==> src/design/pip_pkg.sv <==
package pip_pkg;

  // Store geometry and coordinate format
  localparam int MAX_VERTICES = 32;
  localparam int COORD_BITS   = 12;
  localparam int IDX_W        = $clog2(MAX_VERTICES);
  localparam int CNT_W        = 6;
  localparam int MIN_POLY     = 3;
  localparam int VERT_W       = 2 * COORD_BITS;
  localparam int DIFF_W       = COORD_BITS + 1;
  localparam int PROD_W       = 2 * DIFF_W;

  // Opcodes
  localparam logic OP_WRITE = 1'b0;
  localparam logic OP_QUERY = 1'b1;

  typedef struct packed {
    logic                  opcode;
    logic [4:0]            vertex_index;
    logic [COORD_BITS-1:0] coord_x;
    logic [COORD_BITS-1:0] coord_y;
  } in_word_t;

  typedef struct packed {
    logic inside_res;
    logic was_query;
  } out_word_t;

  // Controller to datapath
  typedef struct packed {
    logic             mem_we;
    logic             load_pt;
    logic             clr_inside;
    logic             rd_en;
    logic             rd_first;
    logic [IDX_W-1:0] rd_addr;
  } pip_cmd_t;

  // Datapath to controller
  typedef struct packed {
    logic busy;
    logic inside_flag;
  } pip_stat_t;

endpackage

==> src/design/pip_ctrl.sv <==
module pip_ctrl
  import pip_pkg::*;
(
  input  logic             clk,
  input  logic             rst_n,
  input  logic             in_valid,
  input  in_word_t         in_word,
  output logic             in_stall,
  output logic             out_valid,
  output out_word_t        out_word,
  input  logic             out_stall,
  input  logic             cfg_we,
  input  logic [CNT_W-1:0] cfg_wdata,
  input  pip_stat_t        stat,
  output pip_cmd_t         cmd
);

  localparam logic [1:0] S_IDLE  = 2'd0;
  localparam logic [1:0] S_RUN   = 2'd1;
  localparam logic [1:0] S_DRAIN = 2'd2;
  localparam logic [1:0] S_DONE  = 2'd3;

  logic [1:0]       state_r, state_nxt;
  logic [CNT_W-1:0] count_r;
  logic [CNT_W-1:0] n_eff;
  logic [CNT_W-1:0] cnt_r, cnt_nxt;
  logic             res_r, res_nxt;
  logic             qry_r, qry_nxt;
  logic             out_valid_r, out_valid_nxt;
  out_word_t        out_word_r, out_word_nxt;
  logic             accept;
  logic [CNT_W-1:0] last_idx;
  logic [CNT_W-1:0] prev_cnt;

  // Clamp the vertex count to the store depth
  assign n_eff    = (count_r > CNT_W'(MAX_VERTICES)) ? CNT_W'(MAX_VERTICES) : count_r;
  assign last_idx = n_eff - CNT_W'(1);
  assign prev_cnt = cnt_r - CNT_W'(1);

  assign in_stall = state_r != S_IDLE;
  assign accept   = in_valid & ~in_stall;

  always_comb begin
    state_nxt      = state_r;
    cnt_nxt        = cnt_r;
    res_nxt        = res_r;
    qry_nxt        = qry_r;
    out_valid_nxt  = out_valid_r & out_stall;
    out_word_nxt   = out_word_r;
    cmd            = '0;
    unique case (state_r)
      S_IDLE: begin
        if (accept) begin
          if (in_word.opcode == OP_WRITE) begin
            cmd.mem_we = 32'(in_word.vertex_index) < MAX_VERTICES;
            res_nxt    = 1'b0;
            qry_nxt    = 1'b0;
            state_nxt  = S_DONE;
          end else begin
            cmd.load_pt    = 1'b1;
            cmd.clr_inside = 1'b1;
            qry_nxt        = 1'b1;
            if (n_eff < CNT_W'(MIN_POLY)) begin
              res_nxt   = 1'b0;
              state_nxt = S_DONE;
            end else begin
              cnt_nxt   = '0;
              state_nxt = S_RUN;
            end
          end
        end
      end
      S_RUN: begin
        // Read the closing vertex first, then vertices 0 through n-1
        cmd.rd_en    = 1'b1;
        cmd.rd_first = cnt_r == '0;
        cmd.rd_addr  = (cnt_r == '0) ? last_idx[IDX_W-1:0] : prev_cnt[IDX_W-1:0];
        cnt_nxt      = cnt_r + CNT_W'(1);
        if (cnt_r == n_eff) begin
          state_nxt = S_DRAIN;
        end
      end
      S_DRAIN: begin
        if (!stat.busy) begin
          res_nxt   = stat.inside_flag;
          state_nxt = S_DONE;
        end
      end
      S_DONE: begin
        // Hand the word over once the output register is free
        if (!out_valid_r || !out_stall) begin
          out_valid_nxt           = 1'b1;
          out_word_nxt.inside_res = res_r;
          out_word_nxt.was_query  = qry_r;
          state_nxt               = S_IDLE;
        end
      end
      default: state_nxt = S_IDLE;
    endcase
  end

  always_ff @(posedge clk) begin
    if (!rst_n) begin
      state_r     <= S_IDLE;
      count_r     <= '0;
      out_valid_r <= 1'b0;
    end else begin
      state_r     <= state_nxt;
      out_valid_r <= out_valid_nxt;
      if (cfg_we) begin
        count_r <= cfg_wdata;
      end
    end
  end

  always_ff @(posedge clk) begin
    cnt_r      <= cnt_nxt;
    res_r      <= res_nxt;
    qry_r      <= qry_nxt;
    out_word_r <= out_word_nxt;
  end

  assign out_valid = out_valid_r;
  assign out_word  = out_word_r;

endmodule

==> config.mk <==
export PLATFORM = sky130hd
export DESIGN_NAME = pip_ctrl
export DESIGN_NICKNAME = d
export VERILOG_FILES = /design/src/design/pip_pkg.sv /design/src/design/pip_ctrl.sv
export SDC_FILE = /design/constraint.sdc
export NUM_CORES = 1
export LEC_CHECK = 0
export BUFFER_PORTS_ARGS = -buffer_cell sky130_fd_sc_hd__buf_2
export CORE_UTILIZATION = 35
export CTS_BUF_LIST = sky130_fd_sc_hd__clkbuf_8
export DETAILED_ROUTE_END_ITERATION = 16
export GPL_TIMING_DRIVEN = 0
export SKIP_CTS_REPAIR_TIMING = 1
export SYNTH_ARGS = -nofsm -noshare
export SYNTH_HDL_FRONTEND = slang
export SYNTH_SLANG_ARGS = --single-unit
==> constraint.sdc <==
create_clock -name clk -period 2.2 [get_ports clk]
set_input_delay 0.11 -clock clk [delete_from_list [all_inputs] [get_ports clk]]
set_output_delay 0.11 -clock clk [all_outputs]
set_load 0.005 [all_outputs]
* Yosys cells after proc, flatten, opt, wreduce, memory -nomap -nowiden
Index checks and enable logic that the tools add are counted.
Widths: inputs -> output; s select.
** Operators by class
- Mux-type cells :: 26
- Bitwise operators :: 3
- $add $sub $neg :: 3
- Eq/ne operators :: 11
- $lt $le $gt $ge :: 2
- Reduce and logical (&&, ||, !) cells :: 13
** Operators with widths (count)
- $mux 6 :: 4
- $mux 2 :: 7
- $ne 2x2->1 const B :: 6
- $pmux 6 s2 :: 1
- $reduce_and 4->1 :: 3
- $sub 5x1->5 const B :: 2
- $mux 1 :: 8
- $pmux 2 s4 :: 1
- $mux 7 :: 1
- $add 6x1->6 const B :: 1
- $eq 6x6->1 :: 1
- $gt 6x6->1 const B :: 1
- $logic_not 6->1 :: 1
- $lt 6x2->1 const B :: 1
- $mux 3 :: 2
- $reduce_bool 2->1 :: 3
- $mux 5 :: 1
- $eq 2x2->1 const B :: 2
- $reduce_and 2->1 :: 2
- $ne 3x3->1 const B :: 1
- $and 1x1->1 :: 2
- $eq 2x1->1 const B :: 1
- $logic_not 1->1 :: 2
- $logic_not 2->1 :: 1
- other kinds (3) :: 3
** Word-level totals
- Register bits :: 19
- Input port bits :: 43

* Depth between registers and ports, before layout
Gate-level depths: netlist of run 1.
- Word-level depth :: 7
- Depth in mapped cells :: 10
- Mapped depth without buffers :: 9

* Worst setup path after synthesis of run 1
No wires, ideal clock.
- Kind :: register to output
- From :: reg cnt_r[0]
- To :: out cmd[4] in the netlist's numbering
- Arrival :: 1.905 ns
- Required time :: 2.090 ns
- Path buffers :: 1
- Path slack :: 0.185 ns
- Cell stages (with the launch flop) :: 11
- Cell sequence :: edfxtp_1 > buf_4 > inv_1 > ha_1 > nor3b_4 > and2_4 > mux2i_1 > ha_1 > nand3_1 > xnor2_1 > nor2_1
** RTL lines
- start: declaration :: RTL line pip_ctrl.sv:26 : logic [CNT_W-1:0] cnt_r, cnt_nxt;
- start signal: assignment :: RTL line pip_ctrl.sv:117 : cnt_r <= cnt_nxt;
- end: declaration :: RTL line pip_ctrl.sv:15 : output pip_cmd_t cmd

==> results of run 1 <==
cell families after synthesis:
kind of cell / Yosys count
AO/OA/AOI/OAI: 20
XOR/XNOR: 9
adder cells (fa/ha/maj): 7
buffers and inverters: 16
flip-flops: 19
multiplexers: 10
AND/OR/NAND/NOR: 51
metal layers:
metal  routed length (microns)  vias to the layer above  GRT usage, %
li1                          -                      529             -
met1                      1200                      512          15.8
met2                      1380                       24          26.4
met3                        89                        4          1.82
met4                        34                        0          5.23
met5                         0                        -             0
state kept, by name, indices dropped and copies added (netlist names):
signal     count
out_valid      1
state_r        2
count_r        6
res_r          1
qry_r          1
out_word       2
cnt_r          6
final timing paths:
| kind | slack (ns) | from | endpoint | cells past startpoint |
|---|---|---|---|---|
| worst min register to register | 0.42 | qry_r | out_word[0] | 0 |
| worst max register to register | 0.58 | state_r[1] | state_r[0] | 5 |
| worst max-delay path | -0.19 | cnt_r[0] | cmd[4] | 11 |
| worst min-delay path | 0.11 | in_word[29] | qry_r | 1 |
area by class of cell:
type,instances,area [sq um],share of cell area [%]
Timing Repair Buffer,33,183,11.1
Inverter,8,32.5,1.98
Tap cell,46,57.6,3.50
Clock inverter,1,3.75,0.228
Multi-Input combinational cell,97,779,47.4
Sequential cell,19,480,29.2
Clock buffer,3,41.3,2.51
Buffer,8,67.6,4.11
worst max-delay path, cell delays in order (launching register included):
cell and delay [ns]:
edfxtp_1 0.40, buf_6 0.15, inv_4 0.05, ha_4 0.11
nor3b_4 0.18, and2_4 0.21, mux2i_4 0.31, ha_4 0.18
nand3_2 0.08, xnor2_2 0.14, nor2_1 0.10, buf_2 0.13
cells in the final DEF (no fill, tap or decap), drive strengths merged, types with 2 or more instances in the layout:
master | Yosys | layout
dfxtp | 9 | 9
nor2 | 15 | 15
ha | 7 | 7
xnor2 | 6 | 6
xor2 | 3 | 3
nor2b | 10 | 10
a41oi | 2 | 2
o21ai | 5 | 5
and2 | 5 | 5
nand3 | 5 | 5
nand4 | 2 | 2
inv | 7 | 8
mux2i | 10 | 10
edfxtp | 10 | 10
buf | 6 | 39
and3 | 2 | 2
nand2 | 8 | 8
nor4b | 2 | 2
a21oi | 3 | 3
clkbuf | 2 | 5
stage by stage:
step                      setup TNS (ns)  std cells
final                             -0.283        215
after global routing              -0.779        215
after CTS                          -1.07        208
after detailed placement          -0.137        204
after global placement           -0.0558        204
after floorplan                        0        132
power by group through the flow:
stage,combinational [W],clock (W),sequential (W)
floorplan,0.000469,0,0.000526
global placement,0.000610,0,0.000534
finish,0.000753,0.000238,0.000528
CTS,0.000640,0.000242,0.000533
detailed placement,0.000639,0,0.000541
global route,0.000834,0.000264,0.000538
==> metrics.yaml, run 1 <==
status:
  status: "finished, violations left"
  violations: "setup timing"
finish:
  drive_above_1_share_pct: 34.9
  nFillCells: 336
  n_antenna_cell: 0
  final_cell_area_sq_mm: 0.00165
  area_growth_pct: 28.9
  nNetsFinal: 220
  utilization_pct: 48.2
clock_tree:
  htree_levels: 1
  insertion_delay_ns: 0.25
  cts-root-buf: "clkbuf_8"
  clk_path_buf_depth: 2
  cts.sinks: 19
  clk_pin_slew_ns: 0.07
  cts_buffers: 3
  cts_tree: "done"
global_route:
  grt.total_usage_pct: 14.0
  grt_pass1_vias: 1014
  overflow: 0
  antenna_found_initial: 0
  grt_start_max_net_pins: 11
  grt_pass1_wl_microns: 4370
synthesis:
  syn-instance-count: 132
  ys_async_sr_fraction_pct: 0
  synth-main-ff-cell: "edfxtp_1"
  syn_nets: 182
  synth_fa_ha_area_share_pct: 6.86
  yosysTopAreaCell: "edfxtp_1"
  yosysUniqueCellTypes: 40
  synth_area_sq_mm: 0.00128
  synthSimpleGateAreaFrac_pct: 22.3
  yosys_warnings: 0
  synth_edf_count: 10
  yosysSeqAreaShare_pct: 37.6
  synth_most_common_cell: "nor2_1"
  netlist_top_cells_area: "edfxtp_1 24%, dfxtp_1 14%, mux2i_1 7.8%"
  synth-compound-area-share_pct: 11.9
  synth_top_area_share_pct: 23.5
  synth-seq-cells: 19
  synth_top_family_by_area: "simple AND/OR/NAND/NOR gates"
  yosys-mux-area-fraction_pct: 7.84
  ys_top_cells_by_count: "14 x nor2_1, 10 x edfxtp_1, 10 x mux2i_1, 10 x nor2b_1, 9 x dfxtp_1"
  synth_area_per_cell_sq_um: 9.67
  yosys.area_share.xor_xnor_pct: 6.18
power_and_ir_drop:
  sw_frac_of_total_pct: 37.2
  p_comb_share_pct: 49.6
  pwr-share-seq_pct: 34.8
  powerDensity_mw_per_mm2: 923
  leakagePower_nw: 0.694
  internal_power_w: 0.000954
  net-switching-power_w: 0.000565
  peakVddDrop_mv: 0.447
  clkPwrFrac_pct: 15.7
  p_total_w: 0.00152
floorplanning:
  die_w_microns: 62.4
  die_area_sq_mm: 0.00389
  floorplan.initialDensity_pct: 37.4
  io_pins: 57
  die_h_microns: 62.4
  rows: 21
  core-area_sq_mm: 0.00342
timing:
  fin_crit_ns: 2.39
  clock.fmax_mhz: 419
  period_share_pct: 108
  rsz0062_at_grt: "yes"
  setup_viol_count_final: 3
  slew_headroom_pct: 72.9
  report.final.hold_viol_count: 0
  setup_ws_ns: -0.187
  worst_hold_slack_ns: 0.106
  clock_skew_ns: 0.00113
  drv_slew: 0
  tightest_slew_ns: 0.406
detailed_routing:
  drc: 0
  postRouteAntennaNets: 0
  drt_iter0_drc: 34
  avgViaCountPerCell: 4.97
  wl_per_cell_microns: 12.6
  dr.pass1.iters: 6
  num_vias: 1069
  routed_wl_microns: 2700
critical_path:
  crit_required_ns: 2.09
  cp-start-kind: "flop"
  path_class: "flop to primary output"
  cp.arrival_ns: 2.28
  critPathCaptureType: "primary output"
  cp_max_fo: 4
run:
  maxCapViolations: 0
worst_hold_path:
  hold_class: "input port to flop"
place:
  placed_area_sq_mm: 0.00146
  dp_hpwl_microns: 2040
  io_buffers: 26
  place_worst_setup_slack_ns: -0.120
  routabilityCongestion: 0.808
(Power assumes the default switching activity.)
==> run 2: changes to the inputs <==
MAX_ROUTING_LAYER = met4   (was not set)
==> metrics.yaml, run 2 (synthesis gave the netlist of run 1 again) <==
place:
  place_worst_setup_slack_ns: -0.120  # unchanged
  io_buffers: 26  # unchanged
  dp_hpwl_microns: 2040  # unchanged
  routabilityCongestion: 0.820  # +1.5%
global_route:
  antenna_found_initial: 0  # unchanged
  overflow: 0  # unchanged
  grtUsageMet1_pct: 16.0  # +0.23 points
  busiest_layer: "met2"
  grt_pass1_wl_microns: 4380  # +0.16%
  grt.total_usage_pct: 14.4  # +0.44 points
  grt_pass1_vias: 1011  # -0.30%
  grt_start_max_net_pins: 11  # unchanged
  gr-usage-met2_pct: 26.2  # -0.14 points
  met3_usage_pct: 1.82  # unchanged
finish:
  nFillCells: 336  # unchanged
  final_cell_mix: "26 x buf_2, 14 x nor2_1, 10 x nor2b_1, 10 x edfxtp_1"
  regArea_sq_um: 480  # unchanged
  multi_input_area_sq_um: 779  # unchanged
  drive_above_1_share_pct: 34.9  # unchanged
  reg.largest.list: "cnt_r: 6 flops, count_r: 6 flops"
  area_growth_pct: 28.9  # unchanged
  nNetsFinal: 220  # unchanged
  final_common_cell: "buf_2"
  n_antenna_cell: 0  # unchanged
timing:
  setup_ws_ns: -0.187  # +0.000180 ns
  setup_viol_count_final: 3  # unchanged
  drv_slew: 0  # unchanged
  worst_hold_slack_ns: 0.106  # +0.0000700 ns
  slew_headroom_pct: 72.9  # unchanged
  report.final.hold_viol_count: 0  # unchanged
  rsz0062_at_grt: "yes"
  clock.fmax_mhz: 419  # about the same
  clock_skew_ns: 0.00124  # +0.000106 ns
  finalSetupTns_ns: -0.283  # +0.000528 ns
  period_share_pct: 108  # about the same
  fin_crit_ns: 2.39  # -0.000180 ns
  tightest_slew_ns: 0.406  # unchanged
clock_tree:
  cts_tree: "done"
  cts.sinks: 19  # unchanged
  clk_path_buf_depth: 2  # unchanged
  cts_buffers: 3  # unchanged
  cts-root-buf: "clkbuf_8"
  insertion_delay_ns: 0.25  # about the same
  htree_levels: 1  # unchanged
  clk_pin_slew_ns: 0.07  # about the same
detailed_routing:
  drc: 0  # unchanged
  num_vias: 1077  # +0.75%
  dr.pass1.iters: 5  # -1
  drt_iter0_drc: 35  # +2.9%
  routed_wl_microns: 2700  # about the same
  wl_per_cell_microns: 12.6  # about the same
  postRouteAntennaNets: 0  # unchanged
  avgViaCountPerCell: 5.01  # +0.75%
floorplanning:
  die_h_microns: 62.4  # unchanged
  die_area_sq_mm: 0.00389  # unchanged
  core-area_sq_mm: 0.00342  # unchanged
  die_w_microns: 62.4  # unchanged
  rows: 21  # unchanged
  floorplan.initialDensity_pct: 37.4  # unchanged
  io_pins: 57  # unchanged
critical_path:
  r2r_slack_ns: 0.59  # about the same
  cp-start-kind: "flop"
  crit_required_ns: 2.09  # about the same
  cp.arrival_ns: 2.28  # about the same
  path_class: "flop to primary output"
  critPathCaptureType: "primary output"
  cp_max_fo: 4  # unchanged
status:
  status: "finished, violations left"
  violations: "setup timing"
power_and_ir_drop:
  internal_power_w: 0.000954  # unchanged
  sw_frac_of_total_pct: 37.2  # about the same
  leakagePower_nw: 0.694  # unchanged
  clkPwrFrac_pct: 15.7  # about the same
  peakVddDrop_mv: 0.447  # about the same
  p_comb_share_pct: 49.6  # about the same
  pwr-share-seq_pct: 34.8  # about the same
  powerDensity_mw_per_mm2: 923  # about the same
  net-switching-power_w: 0.000564  # about the same
run:
  maxCapViolations: 0  # unchanged
worst_hold_path:
  hold_class: "input port to flop"
-- run 2: cell counts in the layout (fill, tap and decap cells not counted) --
No cell type changed its count.
-- run 2: layout make-up --
cell class	count	area share (%)
Multi-Input combinational cell	97	47.4
Buffer	8	4.11
Tap cell	46	3.50
Inverter	8	1.98
Clock buffer	3	2.51
Sequential cell	19	29.2
Timing Repair Buffer	33	11.1
Clock inverter	1	0.228
-- run 2: final timing paths --
| path | start | endpoint | cells after the start |
|---|---|---|---|
| max | cnt_r[0] | cmd[4] | 11 |
| max reg2reg | state_r[1] | state_r[0] | 5 |
| min reg2reg | qry_r | out_word[0] | 0 |
| min | in_word[29] | qry_r | 1 |
-- run 2: through the flow --
step                      utilization [%]  std cells  power (W)  instance area, sq um
after floorplan                         -        132   0.000995                  1280
after global placement               42.9        204    0.00114                  1460
after detailed placement             42.9        204    0.00118                  1460
after CTS                            44.2        208    0.00142                  1510
after global routing                 48.2        215    0.00164                  1650
final                                48.2        215    0.00152                  1650
-- run 2: power groups by stage --
stage	sequential, W	clock, W	combinational, W
floorplan	0.000526	0	0.000469
global placement	0.000534	0	0.000610
detailed placement	0.000541	0	0.000639
CTS	0.000533	0.000242	0.000640
global route	0.000538	0.000264	0.000834
finish	0.000528	0.000238	0.000753
-- run 2: routing by layer --
| metal | vias to the layer above | wire length [microns] | part of all wire, % |
|---|---|---|---|
| met5 | - | 0 | 0 |
| met4 | 0 | 34 | 1.3 |
| met3 | 4 | 90 | 3.3 |
| met2 | 26 | 1380 | 51 |
| met1 | 516 | 1190 | 44 |
| li1 | 531 | - | - |
-- run 2: critical path, cell delays in order (launching register included) --
cell and delay, ns:
edfxtp_1 0.40, buf_6 0.15, inv_4 0.05, ha_4 0.11, nor3b_4 0.18, and2_4 0.21
mux2i_4 0.31, ha_4 0.18, nand3_2 0.08, xnor2_2 0.14, nor2_1 0.10, buf_2 0.13
==> run 3: changes to the inputs <==
==> constraint.sdc (replaced) <==
create_clock -name clk -period 2.2 [get_ports clk]
set_input_delay 0.44 -clock clk [delete_from_list [all_inputs] [get_ports clk]]
set_output_delay 0.44 -clock clk [all_outputs]
set_load 0.005 [all_outputs]
==> metrics.yaml, run 3 (synthesis gave the netlist of run 1 again) <==
floorplanning:
  die_h_microns: 62.4  # unchanged
  core-area_sq_mm: 0.00342  # unchanged
  die_w_microns: 62.4  # unchanged
  floorplan.initialDensity_pct: 37.4  # unchanged
  die_area_sq_mm: 0.00389  # unchanged
  io_pins: 57  # unchanged
  rows: 21  # unchanged
critical_path:
  r2r_slack_ns: 0.59  # about the same
  crit_top_cell: "ha_4"
  cp.arrival_ns: 2.31  # +0.03 ns
  path_cells: "buf_6 -> inv_4 -> ha_4 -> nor3b_4 -> and2_4 -> mux2i_4 -> ha_4 -> nand3_4 -> xnor2_2 -> nor2_1 -> buf_2"
  crit_slowest_cell: "edfxtp_1"
  r2r_cells: 5  # unchanged
  r2r-end: "state_r[1]"
  crit_required_ns: 1.76  # -0.33 ns
  critPathCaptureType: "primary output"
  max_stage_delay_ns: 0.40  # about the same
  path_class: "flop to primary output"
  cp_max_fo: 6  # +2
  r2r-start: "state_r[1]"
  cp-start-kind: "flop"
global_route:
  antenna_found_initial: 0  # unchanged
  grt.total_usage_pct: 14.7  # +0.35 points
  overflow: 0  # unchanged
  grt_pass1_wl_microns: 4440  # +1.3%
  grt_start_max_net_pins: 11  # unchanged
  grt_pass1_vias: 1069  # +5.7%
detailed_routing:
  avgViaCountPerCell: 4.98  # -0.65%
  num_vias: 1080  # +0.28%
  wl_per_cell_microns: 12.5  # -0.81%
  postRouteAntennaNets: 0  # unchanged
  dr.pass1.iters: 4  # -1
  drt_iter0_drc: 14  # -60%
  drc: 0  # unchanged
  routed_wl_microns: 2700  # +0.11%
clock_tree:
  cts_buffers: 3  # unchanged
  cts_tree: "done"
  clk_path_buf_depth: 2  # unchanged
  clk_pin_slew_ns: 0.07  # about the same
  htree_levels: 1  # unchanged
  cts.sinks: 19  # unchanged
  cts-root-buf: "clkbuf_8"
  insertion_delay_ns: 0.25  # about the same
finish:
  nFillCells: 347  # +3.3%
  utilization_pct: 48.7  # +0.51 points
  drive_above_1_share_pct: 36.3  # +1.3 points
  final_cell_area_sq_mm: 0.00166  # +1.1%
  nNetsFinal: 222  # +0.91%
  reg.largest.list: "cnt_r: 6 flops, count_r: 6 flops"
  final_common_cell: "buf_2"
  n_antenna_cell: 0  # unchanged
  final_cell_mix: "26 x buf_2, 14 x nor2_1, 11 x buf_4"
  area_growth_pct: 30.3
timing:
  clock_skew_ns: 0.00126  # +0.0000184 ns
  tightest_slew_ns: 0.453  # +0.0472 ns
  fin_crit_ns: 2.75  # +0.360 ns
  drv_slew: 0  # unchanged
  setup_ws_ns: -0.546  # -0.360 ns
  clock.fmax_mhz: 364  # -13%
  rsz0062_at_grt: "yes"
  period_share_pct: 125  # +16 points
  report.final.hold_viol_count: 0  # unchanged
  slew_headroom_pct: 69.4  # -3.5 points
  setup_viol_count_final: 5  # +2
worst_hold_path:
  hold_class: "flop to flop"
  holdPathStages: 0  # -1
  min_from: "qry_r"
  worstHoldEndpoint: "out_word[0]"
run:
  maxCapViolations: 0  # unchanged
status:
  violations: "setup timing"
  status: "finished, violations left"
place:
  placed_area_sq_mm: 0.00150  # +2.7%
  routabilityCongestion: 0.820  # about the same
  dp_hpwl_microns: 2070  # +1.3%
  io_buffers: 26  # unchanged
power_and_ir_drop:
  peakVddDrop_mv: 0.394  # -12%
  powerDensity_mw_per_mm2: 924  # +0.14%
  leakagePower_nw: 0.703  # +1.3%
-- run 3: worst max path at each step --
| stage | start | to | slack [ns] | cells after the start |
|---|---|---|---|---|
| floorplan | cnt_r[1] | cmd[4] | -0.12 | 9 |
| global placement | cnt_r[1] | cmd[4] | -0.35 | 10 |
| detailed placement | cnt_r[1] | cmd[4] | -0.39 | 10 |
| CTS | cnt_r[1] | cmd[4] | -0.68 | 10 |
| global route | cnt_r[0] | cmd[4] | -0.66 | 11 |
| finish | cnt_r[0] | cmd[4] | -0.55 | 11 |
-- run 3: routing by layer --
metal,global-route usage (%),wire length [microns],up-vias
met5,-,0,-
met4,7.27,20,0
met3,1.82,100,2
met2,26.4,1380,23
met1,16.1,1200,517
li1,-,-,538
-- run 3: worst max-delay path: cells and delay by family (launching register included) --
family	cells	cell delay, ns
fa+ha+maj	2	0.29
xor+xnor	1	0.15
mux	1	0.30
simple gates	4	0.57
buf+inv	3	0.33
flops	1	0.40
-- run 3: metrics by stage --
stage          hold slack [ns]  worst slack [ns]  power, W  TNS, ns  cells
6_report                 0.425            -0.546   0.00154    -2.09    217
5_1_grt                  0.440            -0.663   0.00165    -2.60    217
4_1_cts                  0.426            -0.676   0.00145    -2.47    208
3_5_place_dp             0.412            -0.389   0.00121    -1.06    204
3_3_place_gp             0.409            -0.347   0.00118   -0.878    204
2_1_floorplan            0.400            -0.117   0.00103   -0.117    132
-- run 3: where the power goes --
part / leakage (nW) / total, W / internal, W / switching, W
clock network: 0.0269 / 0.000232 / 0.000124 / 0.000108
logic: 0.508 / 0.000777 / 0.000376 / 0.000401
registers: 0.169 / 0.000528 / 0.000474 / 0.0000536
total: 0.703 / 0.00154 / 0.000974 / 0.000563
-- run 3: final cells by class --
class / count / area (sq um) / share of cell area (%)
multi-input combinational: 97 / 782 / 47.0
sequential: 19 / 480 / 28.9
timing repair buffer: 35 / 198 / 11.9
buffer: 8 / 67.6 / 4.06
tap: 46 / 57.6 / 3.46
clock buffer: 3 / 41.3 / 2.48
inverter: 8 / 32.5 / 1.96
clock inverter: 1 / 3.75 / 0.226
